[src/hw/rtl/lld_pkg.sv]
// lld_pkg: request and status codes and default sizes for the linked list deque
// used by lld_ctrl and linked_list_deque; depends on nothing
package lld_pkg;

  localparam int DEF_NODES      = 64;
  localparam int DEF_DATA_WIDTH = 32;

  typedef enum logic [2:0] {
    REQ_PUSH_FRONT = 3'd0,
    REQ_PUSH_BACK  = 3'd1,
    REQ_POP_FRONT  = 3'd2,
    REQ_POP_BACK   = 3'd3,
    REQ_PEEK_FRONT = 3'd4,
    REQ_PEEK_BACK  = 3'd5,
    REQ_INSERT     = 3'd6,
    REQ_READ_NODE  = 3'd7
  } req_t;

  typedef enum logic [1:0] {
    ST_OK         = 2'd0,
    ST_EMPTY      = 2'd1,
    ST_FULL       = 2'd2,
    ST_BAD_HANDLE = 2'd3
  } status_t;

endpackage

[src/hw/rtl/lld_ram.sv]
// lld_ram: single-port synchronous ram with registered read data
// read data holds until the next read; depends on nothing
module lld_ram #(
  parameter int WIDTH = 32,
  parameter int DEPTH = 64
) (
  input  logic                     clk,
  input  logic                     re,
  input  logic                     we,
  input  logic [$clog2(DEPTH)-1:0] addr,
  input  logic [WIDTH-1:0]         wdata,
  output logic [WIDTH-1:0]         rdata
);

  logic [WIDTH-1:0] mem [DEPTH];
  logic [WIDTH-1:0] rdata_r;

  always_ff @(posedge clk) begin
    if (we) begin
      mem[addr] <= wdata;
    end
    if (re) begin
      rdata_r <= mem[addr];
    end
  end

  assign rdata = rdata_r;

endmodule

[src/hw/rtl/lld_ctrl.sv]
// lld_ctrl: request sequencer, list pointers and free chain bookkeeping
// drives the link and data rams; depends on lld_pkg
module lld_ctrl #(
  parameter int NODES      = lld_pkg::DEF_NODES,
  parameter int DATA_WIDTH = lld_pkg::DEF_DATA_WIDTH,
  localparam int HW = $clog2(NODES + 1),
  localparam int IW = $clog2(NODES),
  localparam int LW = 2 * HW + 1
) (
  input  logic                  clk,
  input  logic                  rst_n,
  input  logic                  in_valid,
  output logic                  in_ready,
  input  logic [2:0]            in_req_type,
  input  logic [DATA_WIDTH-1:0] in_value,
  input  logic [HW-1:0]         in_node_handle,
  output logic                  lnk_re,
  output logic                  lnk_we,
  output logic [IW-1:0]         lnk_addr,
  output logic [LW-1:0]         lnk_wdata,
  input  logic [LW-1:0]         lnk_rdata,
  output logic                  dat_re,
  output logic                  dat_we,
  output logic [IW-1:0]         dat_addr,
  output logic [DATA_WIDTH-1:0] dat_wdata,
  input  logic [DATA_WIDTH-1:0] dat_rdata,
  output logic                  res_valid,
  input  logic                  res_ready,
  output logic [1:0]            res_status,
  output logic [DATA_WIDTH-1:0] res_data,
  output logic [HW-1:0]         res_handle,
  output logic [HW-1:0]         res_count
);

  localparam logic [HW-1:0] NULLH = HW'(NODES);

  typedef struct packed {
    logic          live;
    logic [HW-1:0] prev;
    logic [HW-1:0] nxt;
  } link_t;

  typedef enum logic [6:0] {
    S_IDLE    = 7'b0000001,
    S_NODE_WR = 7'b0000010,
    S_NEW_RD  = 7'b0000100,
    S_NEW_WR  = 7'b0001000,
    S_NBR_RD  = 7'b0010000,
    S_NBR_WR  = 7'b0100000,
    S_DONE    = 7'b1000000
  } state_t;

  state_t              state_r, state_nxt;
  lld_pkg::req_t       req_r, req_nxt, req_in;
  logic [DATA_WIDTH-1:0] val_r, val_nxt;
  logic [HW-1:0]       hdl_r, hdl_nxt;
  logic [HW-1:0]       head_r, head_nxt;
  logic [HW-1:0]       tail_r, tail_nxt;
  logic [HW-1:0]       cnt_r, cnt_nxt;
  logic [HW-1:0]       free_r, free_nxt;
  logic [HW-1:0]       hwm_r, hwm_nxt;
  lld_pkg::status_t    st_r, st_nxt;
  logic [HW-1:0]       rh_r, rh_nxt;
  logic [HW-1:0]       p_r, p_nxt;
  logic [IW-1:0]       nbr_addr_r, nbr_addr_nxt;
  logic [HW-1:0]       nbr_val_r, nbr_val_nxt;
  logic                nbr_prev_r, nbr_prev_nxt;

  link_t               rd, wr;
  logic [HW-1:0]       free_adv, hwm_adv, x_h, newx;
  logic                full, fresh, has_data;

  assign rd     = link_t'(lnk_rdata);
  assign req_in = lld_pkg::req_t'(in_req_type);
  assign full   = (free_r == NULLH);
  // nodes at or above the high-water mark were never handed out
  assign fresh    = (free_r == hwm_r);
  assign free_adv = fresh ? HW'(free_r + HW'(1)) : rd.nxt;
  assign hwm_adv  = fresh ? HW'(hwm_r + HW'(1)) : hwm_r;
  assign in_ready = (state_r == S_IDLE);

  always_comb begin
    state_nxt    = state_r;
    req_nxt      = req_r;
    val_nxt      = val_r;
    hdl_nxt      = hdl_r;
    head_nxt     = head_r;
    tail_nxt     = tail_r;
    cnt_nxt      = cnt_r;
    free_nxt     = free_r;
    hwm_nxt      = hwm_r;
    st_nxt       = st_r;
    rh_nxt       = rh_r;
    p_nxt        = p_r;
    nbr_addr_nxt = nbr_addr_r;
    nbr_val_nxt  = nbr_val_r;
    nbr_prev_nxt = nbr_prev_r;
    lnk_re       = 1'b0;
    lnk_we       = 1'b0;
    lnk_addr     = '0;
    wr           = '0;
    dat_re       = 1'b0;
    dat_we       = 1'b0;
    dat_addr     = '0;
    dat_wdata    = val_r;
    res_valid    = 1'b0;
    x_h          = (req_r == lld_pkg::REQ_POP_FRONT || req_r == lld_pkg::REQ_PEEK_FRONT) ?
                   head_r : tail_r;
    newx         = (req_r == lld_pkg::REQ_POP_FRONT) ? rd.nxt : rd.prev;

    unique case (state_r)
      S_IDLE: begin
        if (in_valid) begin
          // insert before null is an append at the back
          req_nxt   = (req_in == lld_pkg::REQ_INSERT && in_node_handle == NULLH) ?
                      lld_pkg::REQ_PUSH_BACK : req_in;
          val_nxt   = in_value;
          hdl_nxt   = in_node_handle;
          st_nxt    = lld_pkg::ST_OK;
          rh_nxt    = NULLH;
          state_nxt = S_NODE_WR;
          unique case (req_in) inside
            lld_pkg::REQ_PUSH_FRONT, lld_pkg::REQ_PUSH_BACK: begin
              lnk_re   = 1'b1;
              lnk_addr = free_r[IW-1:0];
            end
            lld_pkg::REQ_POP_FRONT: begin
              lnk_re   = 1'b1;
              lnk_addr = head_r[IW-1:0];
              dat_re   = 1'b1;
              dat_addr = head_r[IW-1:0];
            end
            lld_pkg::REQ_POP_BACK: begin
              lnk_re   = 1'b1;
              lnk_addr = tail_r[IW-1:0];
              dat_re   = 1'b1;
              dat_addr = tail_r[IW-1:0];
            end
            lld_pkg::REQ_PEEK_FRONT: begin
              dat_re   = 1'b1;
              dat_addr = head_r[IW-1:0];
            end
            lld_pkg::REQ_PEEK_BACK: begin
              dat_re   = 1'b1;
              dat_addr = tail_r[IW-1:0];
            end
            lld_pkg::REQ_INSERT: begin
              lnk_re   = 1'b1;
              lnk_addr = (in_node_handle == NULLH) ? free_r[IW-1:0] :
                         in_node_handle[IW-1:0];
            end
            lld_pkg::REQ_READ_NODE: begin
              lnk_re   = 1'b1;
              lnk_addr = in_node_handle[IW-1:0];
              dat_re   = 1'b1;
              dat_addr = in_node_handle[IW-1:0];
            end
          endcase
        end
      end

      S_NODE_WR: begin
        state_nxt = S_DONE;
        unique case (req_r) inside
          lld_pkg::REQ_PUSH_FRONT, lld_pkg::REQ_PUSH_BACK: begin
            if (full) begin
              st_nxt = lld_pkg::ST_FULL;
            end else begin
              lnk_we   = 1'b1;
              lnk_addr = free_r[IW-1:0];
              wr.live  = 1'b1;
              dat_we   = 1'b1;
              dat_addr = free_r[IW-1:0];
              free_nxt = free_adv;
              hwm_nxt  = hwm_adv;
              cnt_nxt  = HW'(cnt_r + HW'(1));
              rh_nxt   = free_r;
              if (req_r == lld_pkg::REQ_PUSH_FRONT) begin
                wr.prev  = NULLH;
                wr.nxt   = head_r;
                head_nxt = free_r;
                if (tail_r == NULLH) begin
                  tail_nxt = free_r;
                end
                if (head_r != NULLH) begin
                  nbr_addr_nxt = head_r[IW-1:0];
                  nbr_val_nxt  = free_r;
                  nbr_prev_nxt = 1'b1;
                  state_nxt    = S_NBR_RD;
                end
              end else begin
                wr.prev  = tail_r;
                wr.nxt   = NULLH;
                tail_nxt = free_r;
                if (head_r == NULLH) begin
                  head_nxt = free_r;
                end
                if (tail_r != NULLH) begin
                  nbr_addr_nxt = tail_r[IW-1:0];
                  nbr_val_nxt  = free_r;
                  nbr_prev_nxt = 1'b0;
                  state_nxt    = S_NBR_RD;
                end
              end
            end
          end
          lld_pkg::REQ_POP_FRONT, lld_pkg::REQ_POP_BACK: begin
            if (x_h == NULLH) begin
              st_nxt = lld_pkg::ST_EMPTY;
            end else begin
              // retired node goes to the front of the free chain
              lnk_we   = 1'b1;
              lnk_addr = x_h[IW-1:0];
              wr.live  = 1'b0;
              wr.prev  = rd.prev;
              wr.nxt   = free_r;
              free_nxt = x_h;
              cnt_nxt  = HW'(cnt_r - HW'(1));
              if (req_r == lld_pkg::REQ_POP_FRONT) begin
                head_nxt = newx;
                if (newx == NULLH) begin
                  tail_nxt = NULLH;
                end
              end else begin
                tail_nxt = newx;
                if (newx == NULLH) begin
                  head_nxt = NULLH;
                end
              end
              if (newx != NULLH) begin
                nbr_addr_nxt = newx[IW-1:0];
                nbr_val_nxt  = NULLH;
                nbr_prev_nxt = (req_r == lld_pkg::REQ_POP_FRONT);
                state_nxt    = S_NBR_RD;
              end
            end
          end
          lld_pkg::REQ_PEEK_FRONT, lld_pkg::REQ_PEEK_BACK: begin
            if (x_h == NULLH) begin
              st_nxt = lld_pkg::ST_EMPTY;
            end else begin
              rh_nxt = x_h;
            end
          end
          lld_pkg::REQ_READ_NODE: begin
            if (hdl_r < hwm_r && rd.live) begin
              rh_nxt = rd.nxt;
            end else begin
              st_nxt = lld_pkg::ST_BAD_HANDLE;
            end
          end
          lld_pkg::REQ_INSERT: begin
            if (!(hdl_r < hwm_r && rd.live)) begin
              st_nxt = lld_pkg::ST_BAD_HANDLE;
            end else if (full) begin
              st_nxt = lld_pkg::ST_FULL;
            end else begin
              lnk_we    = 1'b1;
              lnk_addr  = hdl_r[IW-1:0];
              wr.live   = rd.live;
              wr.prev   = free_r;
              wr.nxt    = rd.nxt;
              p_nxt     = rd.prev;
              state_nxt = S_NEW_RD;
            end
          end
        endcase
      end

      S_NEW_RD: begin
        lnk_re    = 1'b1;
        lnk_addr  = free_r[IW-1:0];
        state_nxt = S_NEW_WR;
      end

      S_NEW_WR: begin
        lnk_we    = 1'b1;
        lnk_addr  = free_r[IW-1:0];
        wr.live   = 1'b1;
        wr.prev   = p_r;
        wr.nxt    = hdl_r;
        dat_we    = 1'b1;
        dat_addr  = free_r[IW-1:0];
        free_nxt  = free_adv;
        hwm_nxt   = hwm_adv;
        cnt_nxt   = HW'(cnt_r + HW'(1));
        rh_nxt    = free_r;
        state_nxt = S_DONE;
        if (p_r != NULLH) begin
          nbr_addr_nxt = p_r[IW-1:0];
          nbr_val_nxt  = free_r;
          nbr_prev_nxt = 1'b0;
          state_nxt    = S_NBR_RD;
        end else begin
          head_nxt = free_r;
        end
      end

      S_NBR_RD: begin
        lnk_re    = 1'b1;
        lnk_addr  = nbr_addr_r;
        state_nxt = S_NBR_WR;
      end

      S_NBR_WR: begin
        lnk_we    = 1'b1;
        lnk_addr  = nbr_addr_r;
        wr        = rd;
        if (nbr_prev_r) begin
          wr.prev = nbr_val_r;
        end else begin
          wr.nxt  = nbr_val_r;
        end
        state_nxt = S_DONE;
      end

      S_DONE: begin
        res_valid = 1'b1;
        if (res_ready) begin
          state_nxt = S_IDLE;
        end
      end

      default: begin
        state_nxt = S_IDLE;
      end
    endcase
  end

  assign lnk_wdata = wr;

  assign has_data = (req_r == lld_pkg::REQ_POP_FRONT) || (req_r == lld_pkg::REQ_POP_BACK) ||
                    (req_r == lld_pkg::REQ_PEEK_FRONT) || (req_r == lld_pkg::REQ_PEEK_BACK) ||
                    (req_r == lld_pkg::REQ_READ_NODE);

  // data ram output holds from the read issued at accept
  assign res_status = st_r;
  assign res_data   = (st_r == lld_pkg::ST_OK && has_data) ? dat_rdata : '0;
  assign res_handle = rh_r;
  assign res_count  = cnt_r;

  always_ff @(posedge clk) begin
    if (!rst_n) begin
      state_r <= S_IDLE;
      head_r  <= NULLH;
      tail_r  <= NULLH;
      cnt_r   <= '0;
      free_r  <= '0;
      hwm_r   <= '0;
    end else begin
      state_r <= state_nxt;
      head_r  <= head_nxt;
      tail_r  <= tail_nxt;
      cnt_r   <= cnt_nxt;
      free_r  <= free_nxt;
      hwm_r   <= hwm_nxt;
    end
  end

  always_ff @(posedge clk) begin
    req_r      <= req_nxt;
    val_r      <= val_nxt;
    hdl_r      <= hdl_nxt;
    st_r       <= st_nxt;
    rh_r       <= rh_nxt;
    p_r        <= p_nxt;
    nbr_addr_r <= nbr_addr_nxt;
    nbr_val_r  <= nbr_val_nxt;
    nbr_prev_r <= nbr_prev_nxt;
  end

  a_full_count: assert property (@(posedge clk) disable iff (!rst_n)
    (free_r == NULLH) == (cnt_r == NULLH))
    else $error("free chain empty does not match a full pool");

  a_empty_ends: assert property (@(posedge clk) disable iff (!rst_n)
    ((head_r == NULLH) == (cnt_r == '0)) && ((tail_r == NULLH) == (cnt_r == '0)))
    else $error("head or tail pointer disagrees with element count");

  a_free_below_hwm: assert property (@(posedge clk) disable iff (!rst_n)
    free_r <= hwm_r)
    else $error("free head beyond high-water mark");

  a_count_step: assert property (@(posedge clk) disable iff (!rst_n)
    $past(rst_n) |-> (cnt_r == $past(cnt_r)) || (cnt_r == HW'($past(cnt_r) + HW'(1))) ||
                     (cnt_r == HW'($past(cnt_r) - HW'(1))))
    else $error("element count moved by more than one");

endmodule

[src/hw/rtl/linked_list_deque.sv]
// linked_list_deque: doubly linked list deque over a self-managed node pool
// depends on lld_pkg, lld_ram and lld_ctrl
//
// Usage: one request beat on the in_ channel (valid/ready) gives exactly one
// result beat on the out_ channel. in_req_type picks push, pop or peek at
// either end, insert before in_node_handle (null handle appends at the back)
// or read a node and its successor. The null handle equals NODES. Every
// result carries a status (ok, empty, pool full, bad handle) and the live
// element count after the request.
// Timing: requests are handled one at a time, each through a node write state
// and a done state that loads the output register. Push and pop that relink a
// neighbor add a neighbor read and write; insert before a node adds a new node
// read and write and, unless the new node becomes head, the neighbor pair. The
// single-port link ram sets this: each relinked node costs a read and a write.
// in_ready returns the cycle after the result leaves the sequencer, so the next
// request overlaps a result still waiting on out_.
// Reset: the pool is usable in the first cycle after reset; no memory sweep is
// needed since never-used nodes are tracked by a high-water mark.
// Stall: while out_ready is low the result is held and the sequencer waits
// with its next result, accepting no further request.
module linked_list_deque #(
  parameter int NODES      = lld_pkg::DEF_NODES,
  parameter int DATA_WIDTH = lld_pkg::DEF_DATA_WIDTH,
  localparam int HW = $clog2(NODES + 1),
  localparam int IW = $clog2(NODES),
  localparam int LW = 2 * HW + 1
) (
  input  logic                  clk,
  input  logic                  rst_n,
  input  logic                  in_valid,
  output logic                  in_ready,
  input  logic [2:0]            in_req_type,
  input  logic [DATA_WIDTH-1:0] in_value,
  input  logic [HW-1:0]         in_node_handle,
  output logic                  out_valid,
  input  logic                  out_ready,
  output logic [1:0]            out_status,
  output logic [DATA_WIDTH-1:0] out_data,
  output logic [HW-1:0]         out_result_handle,
  output logic [HW-1:0]         out_element_count
);

  logic                  lnk_re, lnk_we, dat_re, dat_we;
  logic [IW-1:0]         lnk_addr, dat_addr;
  logic [LW-1:0]         lnk_wdata, lnk_rdata;
  logic [DATA_WIDTH-1:0] dat_wdata, dat_rdata;
  logic                  res_valid, res_ready;
  logic [1:0]            res_status;
  logic [DATA_WIDTH-1:0] res_data;
  logic [HW-1:0]         res_handle, res_count;

  logic                  out_valid_r, out_valid_nxt;
  logic [1:0]            out_status_r;
  logic [DATA_WIDTH-1:0] out_data_r;
  logic [HW-1:0]         out_handle_r, out_count_r;

  lld_ram #(.WIDTH(LW), .DEPTH(NODES)) u_link_ram (
    .clk   (clk),
    .re    (lnk_re),
    .we    (lnk_we),
    .addr  (lnk_addr),
    .wdata (lnk_wdata),
    .rdata (lnk_rdata)
  );

  lld_ram #(.WIDTH(DATA_WIDTH), .DEPTH(NODES)) u_data_ram (
    .clk   (clk),
    .re    (dat_re),
    .we    (dat_we),
    .addr  (dat_addr),
    .wdata (dat_wdata),
    .rdata (dat_rdata)
  );

  lld_ctrl #(.NODES(NODES), .DATA_WIDTH(DATA_WIDTH)) u_ctrl (
    .clk            (clk),
    .rst_n          (rst_n),
    .in_valid       (in_valid),
    .in_ready       (in_ready),
    .in_req_type    (in_req_type),
    .in_value       (in_value),
    .in_node_handle (in_node_handle),
    .lnk_re         (lnk_re),
    .lnk_we         (lnk_we),
    .lnk_addr       (lnk_addr),
    .lnk_wdata      (lnk_wdata),
    .lnk_rdata      (lnk_rdata),
    .dat_re         (dat_re),
    .dat_we         (dat_we),
    .dat_addr       (dat_addr),
    .dat_wdata      (dat_wdata),
    .dat_rdata      (dat_rdata),
    .res_valid      (res_valid),
    .res_ready      (res_ready),
    .res_status     (res_status),
    .res_data       (res_data),
    .res_handle     (res_handle),
    .res_count      (res_count)
  );

  // output register takes a new beat when empty or being drained
  assign res_ready     = !out_valid_r || out_ready;
  assign out_valid_nxt = (res_valid && res_ready) || (out_valid_r && !out_ready);

  always_ff @(posedge clk) begin
    if (!rst_n) begin
      out_valid_r <= 1'b0;
    end else begin
      out_valid_r <= out_valid_nxt;
    end
  end

  always_ff @(posedge clk) begin
    if (res_valid && res_ready) begin
      out_status_r <= res_status;
      out_data_r   <= res_data;
      out_handle_r <= res_handle;
      out_count_r  <= res_count;
    end
  end

  assign out_valid         = out_valid_r;
  assign out_status        = out_status_r;
  assign out_data          = out_data_r;
  assign out_result_handle = out_handle_r;
  assign out_element_count = out_count_r;

endmodule

[config.mk]
export PLATFORM = sky130hd
export DESIGN_NAME = linked_list_deque
export DESIGN_NICKNAME = d
export VERILOG_FILES = /design/src/hw/rtl/lld_pkg.sv /design/src/hw/rtl/lld_ram.sv /design/src/hw/rtl/lld_ctrl.sv /design/src/hw/rtl/linked_list_deque.sv
export SDC_FILE = /design/constraint.sdc
export NUM_CORES = 2
export LEC_CHECK = 0
export BUFFER_PORTS_ARGS = -buffer_cell sky130_fd_sc_hd__buf_2
export CORE_AREA = 4 4 552 554
export DETAILED_ROUTE_END_ITERATION = 16
export DIE_AREA = 0 0 556 558
export SYNTH_ARGS = -nofsm -noshare
export SYNTH_HDL_FRONTEND = slang
export SYNTH_HIERARCHICAL = 1
export SYNTH_SLANG_ARGS = --single-unit
[constraint.sdc]
create_clock -name clk -period 10.3 [get_ports clk]
set_input_delay 1.545 -clock clk [delete_from_list [all_inputs] [get_ports clk]]
set_output_delay 1.545 -clock clk [all_outputs]
set_load 0.02 [all_outputs]
# ---- After elaboration in Yosys (flattened, before gate mapping)
# Memory sizes are Yosys's and may differ from the RTL's. A register that Yosys moved wholly into a read port is not among the register bits.
# Cells that the tools add are included.
dict set report word_totals {
  reg_bits 163
  latch_bits 0
  ram_bits 3008
  mem_bits_ro 0
  wordCells 249
  mem_count 2
}
dict set report op_classes {
  addsub 4
  multipliers 0
  n_div 0
  magnitude_cmp 1
  eq_ne 55
  n_shift 0
  n_mux 122
  n_bitwise 1
  reduce_logical 44
}
# memory depth width rd rd_ports_with_merged_regs wr line_no
set mem_list {}
lappend mem_list {u_data_ram.mem 64 32 1 1 1 lld_ram.sv:15} ;# logic [WIDTH-1:0] mem [DEPTH];
lappend mem_list {u_link_ram.mem 64 15 1 1 1 lld_ram.sv:15}
# op n
set op_table {}
lappend op_table {{7-bit 2-to-1 mux} 45}
lappend op_table {{7-bit one-hot mux with 2 select lines} 10}
lappend op_table {{6-bit 2-to-1 mux} 15}
lappend op_table {{15-bit one-hot mux with 3 select lines} 2}
lappend op_table {{7-bit one-hot mux with 3 select lines} 3}
lappend op_table {{6-bit one-hot mux with 3 select lines} 3}
lappend op_table {{7-bit == test (second input constant)} 7}
lappend op_table {{7-bit one-hot mux with 7 select lines} 1}
lappend op_table {{15-bit 2-to-1 mux} 3}
lappend op_table {{6-bit one-hot mux with 5 select lines} 1}
lappend op_table {{14-bit 2-to-1 mux} 2}
lappend op_table {{7-bit inequality test (second input constant)} 4}
lappend op_table {{3-bit == test (second input constant)} 8}
lappend op_table {{3-bit inequality test (second input constant)} 8}
lappend op_table {{6-bit one-hot mux with 2 select lines} 2}
lappend op_table {{6-bit one-hot mux with 4 select lines} 1}
lappend op_table {{7-bit by 1-bit adder with 7-bit output (second input constant)} 3}
lappend op_table {{1-bit 2-to-1 mux} 21}
lappend op_table {{2-bit OR reduction} 10}
lappend op_table {{2-bit inequality test (second input constant)} 7}
lappend op_table {{3-bit by 2-bit == test with 1-bit output (second input constant)} 4}
lappend op_table {{4-bit by 2-bit inequality test with 1-bit output (second input constant)} 3}
lappend op_table {{4-bit AND reduction} 3}
lappend op_table {{6-bit AND reduction} 2}
lappend op_table {{34 further kinds} 59}

# ---- Longest topological paths before layout
dict set report logic_depth {
  depth_word 9
  depth_mapped 20
  depth_no_buf 13
}

# ---- Modules after synthesis
# Netlist, hierarchy kept.
# module instances cells_each area_per_inst_um2
set modules_own_cells {}
lappend modules_own_cells {{lld_ram (u_data_ram)} 1 4370 78935.7}
lappend modules_own_cells {{lld_ram (u_link_ram)} 1 2173 37532.2}
lappend modules_own_cells {lld_ctrl 1 847 7638.6}
lappend modules_own_cells {linked_list_deque 1 53 1498.9}

# ---- Least setup slack after synthesis
# OpenSTA, ideal clock, no wires.
dict set report synth_path {
  kind {in2reg}
  startpoint {in in_req_type[0]}
  endpoint {mem u_data_ram.mem[15][0], enable pin}
  setup_ps 421
  arrival_time_ps 7798
  setup_slack_ps 2081
  path_stages 12
  n_path_buf 7
  path_cell_list {clkbuf_1 and3b_1 nor3_1 a22o_1 buf_6 buf_6 buf_4 buf_4 buf_2 buf_2 nand3_1 nor2_1}
}
dict set report synth_between {
  elab_chain_len 5
  elab_cells_between_ends 10
}
# item line_no
set synth_lines {}
lappend synth_lines {{from (decl)} linked_list_deque.sv:32} ;# input logic [2:0] in_req_type,
lappend synth_lines {{3-bit == test (no line) / 3-bit by 2-bit == test with 1-bit output (equally long branches)} -}
lappend synth_lines {{2-bit OR reduction (no line)} -}
lappend synth_lines {{6-bit one-hot mux with 3 select lines *} lld_ctrl.sv:122} ;# unique case (req_in) inside
lappend synth_lines {{6-bit 2-to-1 mux *} lld_ctrl.sv:113} ;# if (in_valid) begin
lappend synth_lines {{6-bit one-hot mux with 3 select lines *} lld_ctrl.sv:111} ;# unique case (state_r)
lappend synth_lines {{via dat_addr[2]} linked_list_deque.sv:44} ;# logic [IW-1:0] lnk_addr, dat_addr;
lappend synth_lines {{to (decl)} lld_ram.sv:15}
# Mark *: on every way through the listed nets, which the timed path passes. The rest lies on a longest branch.

# ---- Worst setup path in the final report
dict set report layout_path {
  startpoint {reg u_ctrl.state_r[4]}
  endpoint {mem u_data_ram.mem[6][21], enable pin}
}
dict set report layout_between {
  elab_cells_between_ends 7
}
# item line_no
set layout_rtl {}
lappend layout_rtl {{from (decl)} lld_ctrl.sv:53} ;# state_t state_r, state_nxt;
lappend layout_rtl {{from (signal assigned)} lld_ctrl.sv:351} ;# state_r <= state_nxt;
lappend layout_rtl {{7-bit by 4-bit == test with 1-bit output, or another cell as far along} lld_ctrl.sv:111}
lappend layout_rtl {{6-bit one-hot mux with 3 select lines *} lld_ctrl.sv:111}
lappend layout_rtl {{via dat_addr[1]} linked_list_deque.sv:44}
# Marks and branches as above.

==> run summary <==
Row cnt - 201
Max cap viols - 1
Reg2reg setup slack - 3.01 ns
DR WL/cell - 34.3 um
Crit. path cell count - 12
CTS Hold Bufs - 0
DR vias - 76.5k
Crit Reg-Reg Endpoint - u_data_ram/mem[6][21]
EDFF count, synth - 3175
Final hold vios - 0
Clock slew at reported path FFs - 0.06 ns
Status - finished with violations
Final period util - 0.708
CTS resizes - 0
Crit end category - flop
Die X - 556 um
CP arrival - 7.81 ns
Global-route wire length before repair - 568000 um
Worst-path fanout max - 102
Num CTS Buffers - 332
Placed cell area - 132000 um^2
CTS tree - yes
Initial Util - 0.419
Slew Viols, Final - 1
VDD IR max - 0.116 mV
Post-CTS Setup Bufs - 0
H-tree depth - 5
Worst Hold Class - flop to flop
Critical path startpoint - u_ctrl/state_r[4]
CP peak stage delay - 1.03 ns
# setup viols final - 0
GPL Wtd Cong - 0.961
Delay-heaviest family, CP - simple AND/OR/NAND/NOR gates
Critical R2R Launch - u_ctrl/state_r[4]
Setup_tns - 0 ns
Layout area overhead - 13.2%
Ys flop type - edfxtp_1
Vias in the first global route - 72.1k
Ys async rst share - 0
Post-Syn Nets - 7500
Worst reg2reg path depth - 12
Overall global routing resource usage - 0.255
Register bit total from synthesis - 3218
Clk root buf - clkbuf_16
Slew @ Worst Pin - 1.52 ns
WS Path Type - flop to flop
Final Power - 27.2 mW
Unrepaired setup endpoints after global routing - no
# IOs - 96
Die height - 558 um
Failing checks - capacitance limit, slew limit
Final net count - 7681
Avg Inst Size Synth - 16.9 um^2
Worst skew pair latency - 0.90 ns
Slowest cell on crit path - nand3_1
DRC violations left - 0
Pwr dens - 191 nW/um^2
Largest net degree at the start of global routing - 114
Startpoint Class - flop
Leakage - 45.9 nW
Sequential-to-total area share from yosys stat - 0.766
Clk buf depth - 4
TritonCTS Sinks - 3218
Hpwl dp - 245000 um
First-pass iteration count of the detailed router - 9
Core Area - 300000 um^2
Crit-path cells - nor3_1, nand3_1, nor3_2, buf_4, nand2_1, o21ai_4, buf_12, nor2b_4, buf_12, nand3_1, nor2_4, buf_4
Initial antenna violation count - 34
Warnings from Yosys - 6
Via density per instance - 6.46
Post-synth cell types - 98
Critical Path End - u_data_ram/mem[6][21]
WP data required - 10.82 ns
Clk_skew - 0.0485 ns
Cell count after synthesis - 7443
Die Area - 310000 um^2
Port Buffers - 95
WP buf/inv - 4
Final min period - 7.29 ns
Total wire length - 406000 um
Layout cells sized above 1 - 0.158
Total global routing overflow - 0
F_max - 0.137 GHz
Antenna Violating Nets Remaining - 0
Iter 0 DRT Violations - 12.5k
Final Cell Area - 142000 um^2
Mapped cell area - 126000 um^2
Worst slew margin - -0.0151
==> where the power goes <==
group	switching, mW	total [mW]	internal (mW)	leakage [nW]
clock	4.99	11.8	6.78	5.14
sequential	0.0646	14.5	14.4	31.2
combinational	0.700	0.886	0.187	9.54
==> worst min-delay path by stage <==
stage | to | start | cells after the start | slack (ns)
floorplan | out_result_handle[0] | u_ctrl/res_handle[0] | 0 | 0.40
global placement | out_result_handle[2] | u_ctrl/res_handle[2] | 0 | 0.40
detailed placement | out_result_handle[1] | u_ctrl/res_handle[1] | 0 | 0.40
CTS | out_result_handle[1] | u_ctrl/res_handle[1] | 0 | 0.42
global route | out_result_handle[1] | u_ctrl/res_handle[1] | 0 | 0.43
finish | out_result_handle[1] | u_ctrl/res_handle[1] | 0 | 0.42
==> layer usage <==
layer  up-vias  global-route usage  share of wire
li1      31200                   -              -
met1     39500               0.368           0.40
met2      5165               0.375           0.44
met3       674              0.0698           0.13
met4        22              0.0793          0.034
met5         -                   0        0.00034
==> cells in the final DEF (no fill, tap or decap), drive strengths merged, types with 46 or more instances in the layout <==
cell / count
and2: 56
nor2: 375
mux2: 157
clkinv: 144
mux4: 54
a221oi: 487
nor3: 92
edfxtp: 3175
a22oi: 436
o22ai: 180
o221ai: 46
mux2i: 294
buf: 421
a211oi: 57
a221o: 51
clkbuf: 409
nand2: 236
nand3: 55
o21ai: 235
a21oi: 254
==> cell type report <==
type	count	area, um^2
clock inverters	182	1780
flip-flops and latches	3218	96200
fillers	25000	157000
repair buffers	421	3120
diodes	18	45.0
well taps	3958	4950
clock buffers	409	8720
multi-input cells	3619	27200
inverters	32	124
==> cell families after synthesis <==
logic type,Yosys count,synth area share
compound gates,2069,0.122
xor+xnor,18,0.00126
fa+ha+maj,11,0.00110
buf+inv,606,0.0238
flops,3218,0.766
mux,505,0.0473
simple gates,1016,0.0386
==> per-stage QoR <==
step	worst slack, ns	utilization	std cells	hold slack [ns]
3_3_place_gp	2.55	0.439	11200	0.401
2_1_floorplan	2.08	-	7443	0.400
6_report	3.01	0.475	11900	0.418
3_5_place_dp	2.53	0.439	11200	0.405
4_1_cts	2.97	0.474	11800	0.419
5_1_grt	2.69	0.474	11900	0.427
==> synthesized netlist by cell type, types with 40 or more instances <==
library cell     n  area share
a211oi_1        57      0.0034
a21oi_1        252       0.010
a221o_1         51      0.0041
a221oi_1       482       0.034
a222oi_1        41      0.0033
a22o_1          42      0.0029
a22oi_1        436       0.026
and2_1          53      0.0026
buf_1           60      0.0018
buf_2          208      0.0083
buf_4           40      0.0024
clkbuf_1       225      0.0067
dfxtp_1         43      0.0069
edfxtp_1      3175        0.76
mux2_2         139       0.012
mux2i_1        294       0.023
mux4_2          54      0.0097
nand2_1        235      0.0070
nand3_1         55      0.0022
nor2_1         374       0.011
nor3_1          88      0.0035
o21ai_0        229      0.0091
o221ai_1        46      0.0032
o22ai_1        180      0.0090
==> state kept, by name, indices dropped and copies added, names as in the netlist, 2 cells and up <==
register           cells
out_data              32
out_element_count      7
out_result_handle      7
out_status             2
u_ctrl/dat_wdata      32
u_ctrl/free_r          7
u_ctrl/hdl_r           7
u_ctrl/head_r          7
u_ctrl/hwm_r           7
u_ctrl/nbr_addr_r      6
u_ctrl/nbr_val_r       7
u_ctrl/p_r             7
u_ctrl/req_r           3
u_ctrl/res_count       7
u_ctrl/res_handle      7
u_ctrl/res_status      2
u_ctrl/state_r         7
u_ctrl/tail_r          7
u_data_ram/mem      2048
u_data_ram/rdata      32
u_link_ram/mem       960
u_link_ram/rdata      15
(Power assumes the default switching activity.)
